===== config.mk =====
export PLATFORM = sky130hd
export DESIGN_NAME = tcw_ctrl
export DESIGN_NICKNAME = d
export VERILOG_FILES = /design/src/sv/tcw_pkg.sv /design/src/sv/tcw_ctrl.sv
export SDC_FILE = /design/constraint.sdc
export NUM_CORES = 1
export LEC_CHECK = 0
export ABC_AREA = 1
export BUFFER_PORTS_ARGS = -buffer_cell sky130_fd_sc_hd__buf_2
export CORE_AREA = 2 2 39 41
export CTS_CLUSTER_SIZE = 28
export DETAILED_ROUTE_END_ITERATION = 8
export DIE_AREA = 0 0 41 43
export HOLD_SLACK_MARGIN = 0.15
export PLACE_DENSITY = 0.54
export SKIP_LAST_GASP = 1
export SLEW_MARGIN = 20
export SYNTH_ARGS = -nofsm -noshare
export SYNTH_HDL_FRONTEND = slang
export SYNTH_SLANG_ARGS = --single-unit

===== constraint.sdc =====
create_clock -name clk -period 1.35 [get_ports clk]
set_input_delay 0.27 -clock clk [delete_from_list [all_inputs] [get_ports clk]]
set_output_delay 0.27 -clock clk [all_outputs]
set_load 0.02 [all_outputs]

===== src/sv/tcw_pkg.sv =====
// shared constants, operation codes and controller/datapath interface types
`default_nettype none

package tcw_pkg;

  // default grid size
  localparam int DEF_COLUMNS = 80;
  localparam int DEF_ROWS    = 25;

  // field widths fixed by the stream format
  localparam int FUNC_W   = 2;
  localparam int CHAR_W   = 8;
  localparam int ATTR_W   = 8;
  localparam int CELLX_W  = 7;
  localparam int CELLY_W  = 5;
  localparam int CROW_W   = 5;
  localparam int CCOL_W   = 7;
  localparam int CIDX_W   = 11;
  localparam int CELL_W   = 16;
  localparam int IN_DW    = 32;
  localparam int OUT_DW   = 40;

  // operation codes carried on in_tuser
  localparam logic [FUNC_W-1:0] FUNC_PUT   = 2'd0;
  localparam logic [FUNC_W-1:0] FUNC_CLEAR = 2'd1;
  localparam logic [FUNC_W-1:0] FUNC_WRITE = 2'd2;
  localparam logic [FUNC_W-1:0] FUNC_READ  = 2'd3;

  // character and cell constants
  localparam logic [CHAR_W-1:0] LINE_FEED    = 8'd10;
  localparam logic [CHAR_W-1:0] SPACE_CHAR   = 8'd32;
  localparam logic [CELL_W-1:0] BLANK_CELL   = 16'h0720;
  localparam logic [ATTR_W-1:0] ATTRIB_RESET = 8'h07;

  // commands from controller to datapath
  typedef struct packed {
    logic capture;
    logic put;
    logic cell_wr;
    logic cell_rd;
    logic clr_step;
    logic blank_step;
    logic sweep_zero;
    logic home;
    logic load_out;
  } tcw_cmd_t;

  // status from datapath to controller
  typedef struct packed {
    logic [FUNC_W-1:0] func;
    logic              scroll_req;
    logic              clr_last;
    logic              blank_last;
    logic              out_free;
  } tcw_sts_t;

endpackage

`default_nettype wire


===== src/sv/tcw_ctrl.sv =====
// sequencing state machine: accept, execute, scroll blanking, clearing pass, result hand-off
`default_nettype none

module tcw_ctrl (
  input  wire logic             clk,
  input  wire logic             rst_n,
  input  wire logic             in_tvalid,
  output logic                  in_tready,
  input  wire tcw_pkg::tcw_sts_t sts,
  output tcw_pkg::tcw_cmd_t     cmd
);
  import tcw_pkg::*;

  localparam logic [2:0] S_CLR    = 3'd0;
  localparam logic [2:0] S_IDLE   = 3'd1;
  localparam logic [2:0] S_EXEC   = 3'd2;
  localparam logic [2:0] S_BLANK  = 3'd3;
  localparam logic [2:0] S_RDWAIT = 3'd4;
  localparam logic [2:0] S_RESP   = 3'd5;

  logic [2:0] state_r, state_nxt;
  logic       clr_op_r, clr_op_nxt;

  assign in_tready = (state_r == S_IDLE);

  // next state and command decode
  always_comb begin
    state_nxt  = state_r;
    clr_op_nxt = clr_op_r;
    cmd        = '0;
    unique case (state_r)
      S_CLR: begin
        cmd.clr_step = 1'b1;
        if (sts.clr_last) begin
          clr_op_nxt = 1'b0;
          state_nxt  = clr_op_r ? S_RESP : S_IDLE;
        end
      end
      S_IDLE: begin
        if (in_tvalid) begin
          cmd.capture = 1'b1;
          state_nxt   = S_EXEC;
        end
      end
      S_EXEC: begin
        unique case (sts.func)
          FUNC_PUT: begin
            cmd.put = 1'b1;
            if (sts.scroll_req) begin
              cmd.sweep_zero = 1'b1;
              state_nxt      = S_BLANK;
            end else if (sts.out_free) begin
              cmd.load_out = 1'b1;
              state_nxt    = S_IDLE;
            end else begin
              state_nxt = S_RESP;
            end
          end
          FUNC_CLEAR: begin
            cmd.home       = 1'b1;
            cmd.sweep_zero = 1'b1;
            clr_op_nxt     = 1'b1;
            state_nxt      = S_CLR;
          end
          FUNC_WRITE: begin
            cmd.cell_wr = 1'b1;
            if (sts.out_free) begin
              cmd.load_out = 1'b1;
              state_nxt    = S_IDLE;
            end else begin
              state_nxt = S_RESP;
            end
          end
          FUNC_READ: begin
            cmd.cell_rd = 1'b1;
            state_nxt   = S_RDWAIT;
          end
          default: state_nxt = S_IDLE;
        endcase
      end
      S_BLANK: begin
        cmd.blank_step = 1'b1;
        if (sts.blank_last) begin
          state_nxt = S_RESP;
        end
      end
      S_RDWAIT, S_RESP: begin
        if (sts.out_free) begin
          cmd.load_out = 1'b1;
          state_nxt    = S_IDLE;
        end else begin
          state_nxt = S_RESP;
        end
      end
      default: state_nxt = S_CLR;
    endcase
  end

  // state registers; reset starts the clearing pass
  always_ff @(posedge clk) begin
    if (!rst_n) begin
      state_r  <= S_CLR;
      clr_op_r <= 1'b0;
    end else begin
      state_r  <= state_nxt;
      clr_op_r <= clr_op_nxt;
    end
  end

endmodule

`default_nettype wire


Word level (Yosys, flattened, before mapping) --
Cells that the tools add are included.
Cells by class: equality and inequality tests 12, multiplexer cells 27, reduce and logical (&&, ||, !) cells 6
Operators with widths (count):
- $mux W3 | 7
- $pmux W3 S5 | 1
- $mux W1 | 13
- $pmux W3 S4 | 1
- $pmux W1 S2 | 4
- $eq A3 B2 Y1 const B | 2
- $eq A3 B3 Y1 const B | 2
- $ne A2 B2 Y1 const B | 3
- $reduce_and A3 Y1 | 2
- $eq A2 B2 Y1 const B | 2
- $eq A3 B1 Y1 const B | 1
- $logic_not A3 Y1 | 1
- $eq A2 B1 Y1 const B | 1
- $logic_not A2 Y1 | 1
- $mux W2 | 1
- $ne A2 B1 Y1 const B | 1
- $reduce_bool A2 Y1 | 1
- $reduce_or A2 Y1 | 1
Storage, ports and cells: register bits after elaboration 4, bits of input ports 9, output and inout bits 10, logic and storage cells 47

Longest topological paths before layout --
depth after elaboration 4, mapped depth 7, gate-level depth less buffers 7

Worst setup path before layout --
Ideal clock, no wire load.
path kind reg-to-output, start point register state_r[0], end point output port cmd[5] in the netlist's numbering, data arrival time 1.162 ns, required time 1.080 ns, slack -0.082 ns, cell stages (with the launch flop) 6, cells stage by stage dfxtp_1 -> inv_1 -> nand2_1 -> nor2_2 -> inv_1 -> nor3_1
RTL lines:
- start, declared | RTL line tcw_ctrl.sv:21 | logic [2:0] state_r, state_nxt;
- start signal, assigned | RTL line tcw_ctrl.sv:105 | state_r <= state_nxt;
- end, declared | RTL line tcw_ctrl.sv:10 | output tcw_pkg::tcw_cmd_t cmd

==> qor.csv <==
stage,metric,value,unit
status,outcome,"complete, but fails checks",
status,violations,setup timing,
place,dp.cells,100,
floorplanning,die_h,43,um
sta,post-route-min-period,1460,ps
clocking,htreeDepth,1,
sta,fmax,684,MHz
power,p_leak,0.000333,uW
clocking,clock-sinks,4,
drt,vias,469,
critical_path,critical_path.endpoint_type,output pin,
layout,final_cell_mix,"14 x nand2_1, 14 x buf_4, 12 x nor2_1",
sta,hold_viol,0,
clocking,postCtsHoldBufs,0,
critical_path,slowest_delay,430,ps
synth,ys_seq_elements,4,
critical_path,crit_arrival,1190,ps
drt,vias_per_cell,4.30,
global_routing,grt_use_met2,0.191,
critical_path,cp_cell_sequence,nor2_4 > buf_4 > buf_6 > nand2_2 > inv_2 > buf_6,
drt,first_iter_violations,4,
critical_path,cp.required,1080,ps
run,drv_cap,0,
floorplanning,die_x,41,um
power,power.density,1060,nW/um2
synth,yosysTopAreaCellShare,0.234,
critical_path,rr_startpoint,state_r[0],
drt,wl,940,um
place,gp_congestion,0.695,
critical_path,cp-start-kind,flop,
global_routing,grt_overflow_total,0,
global_routing,grt_max_degree,8,
critical_path,path_class,flop to output pin,
global_routing,grt_pass1_vias,393,
global_routing,track_usage,0.123,
layout,stdcell_count,109,
place,portBuffers,18,
critical_path,crit_fanout,7,
layout,syn2layout_area_growth,78.8,%
synth,synth_nets,73,
global_routing,grt_busiest_layer,met2,
clocking,insertion_delay,230,ps
clocking,clockBufferDepth,2,
sta,worst_slack,-112,ps
drt,drt_first_pass_iters,4,
sta,maxSlewHeadroom,0.835,
synth,yosysSeqAreaShare,0.234,
clocking,path_clk_slew,40,ps
synth,syn_inst,64,
sta,slew_violations,0,
global_routing,grtUsageMet3,0.0157,
global_routing,antenna_found_initial,0,
min_path,worstHoldPathType,input pin to flop,
critical_path,crit_slowest_cell,dfxtp_2,
sta,tightest_slew,244,ps
power,p_total,650,uW
critical_path,r2r_slack,30,ps
floorplanning,num_io_pins,19,
layout,antenna_cells,0,
floorplanning,die-area,1760,um2
sta,skew,1.28,ps
synth,synth_area_leaders,"dfxtp_1 23%, nand2_1 20%, inv_1 14%",
power,ir_drop,443,uV
sta,grt_setup_unrepaired,true,
min_path,min_from,rst_n,
sta,setup_violations,7,
min_path,hold_depth,3,
clocking,cts_tree,done,
global_routing,grt_first_pass_wirelength,1.47,mm
floorplanning,row_count,14,
synth,syn_area_per_cell,5.34,um2
synth,yosysUniqueCellTypes,12,
drt,drc,0,
synth,synth_top_cell_by_area,dfxtp_1,
layout,nFillCells,159,
critical_path,reg2reg_depth,10,
clocking,cts_buffers,3,
floorplanning,core_area,1380,um2
layout,drive_gt1_frac,0.505,
critical_path,timing.rr.end,state_r[0],
drt,post_drt_wl_per_cell,8.62,um
clocking,cts_root_buffer,clkbuf_4,
drt,ant_nets,0,
min_path,holdPathEnd,state_r[1],
synth,syn_area,342,um2
critical_path,crit_top_cell,buf_6,
global_routing,use_met1,0.148,
floorplanning,initial_core_util,0.247,
synth,ys_warn_count,0,
place,dp_hpwl,735,um
sta,period_share,1.08,
layout,nets,104,
[worst max path at each step]
stage                          start      to  slack [ps]  depth (start not counted)
after floorplan           state_r[0]  cmd[2]          80                          5
after global placement    state_r[0]  cmd[0]          60                          6
after detailed placement  state_r[0]  cmd[0]          20                          6
after CTS                 state_r[0]  cmd[0]        -150                          6
after global routing      state_r[0]  cmd[0]        -180                          6
final                     state_r[2]  cmd[1]        -110                          6
[metrics by stage]
| stage | instance area, um2 | TNS, ps | hold slack [ps] | worst slack (ps) | util |
|---|---|---|---|---|---|
| final | 611 | -287 | 308 | -112 | 0.441 |
| after global routing | 611 | -936 | 319 | -175 | 0.441 |
| after CTS | 592 | -647 | 307 | -154 | 0.428 |
| after detailed placement | 475 | 0 | 460 | 21.6 | 0.344 |
| after global placement | 475 | 0 | 449 | 61.7 | 0.344 |
| after floorplan | 350 | 0 | 433 | 79.0 | - |
[registers in the layout, indices dropped and copies added (netlist names)]
name      flops
clr_op_r      1
state_r       3
[cell families after synthesis]
| logic type | count (synthesis) | synth area share |
|---|---|---|
| and+or+nand+nor | 39 | 0.498 |
| buffers and inverters | 13 | 0.143 |
| AOI/OAI and AO/OA | 8 | 0.125 |
| DFF | 4 | 0.234 |
[cell type report]
class	count	area [um2]	share of cell area
multi-input combinational	47	245	0.402
sequential	4	83.8	0.137
tap	16	20.0	0.0328
clock buffer	3	22.5	0.0369
timing repair buffer	26	190	0.311
inverter	13	48.8	0.0799
[critical path: cells and delay by family, from the launching register on]
kind	cells	cell delay, ps
flip-flops	1	430
buffers and inverters	4	400
AND/OR/NAND/NOR	2	130
[timing repair]
item,in CTS,in global routing
pin swaps,5,5
endpoints found under the hold margin,0,0
gates resized for setup,24,5
cloned,0,0
endpoints found under the setup margin,10,12
buffers inserted,5,1
[where the power goes]
group	total (uW)	switching [uW]	internal, uW
clock	147	47.2	99.3
sequential	148	12.5	136
combinational	356	190	166
[cells in the mapped netlist (all sizes together)]
library cell / count
a21oi: 4
dfxtp: 4
inv: 13
nand2: 18
nand3: 3
nand3b: 2
nor2: 14
nor3: 2
o211ai: 1
o21ai: 3
[layer usage]
metal | up-vias | wire length, um
li1 | 254 | -
met1 | 204 | 421
met2 | 11 | 464
met3 | 0 | 54
met4 | 0 | 0
met5 | - | 0
Power figures use the tool's default switching activity.
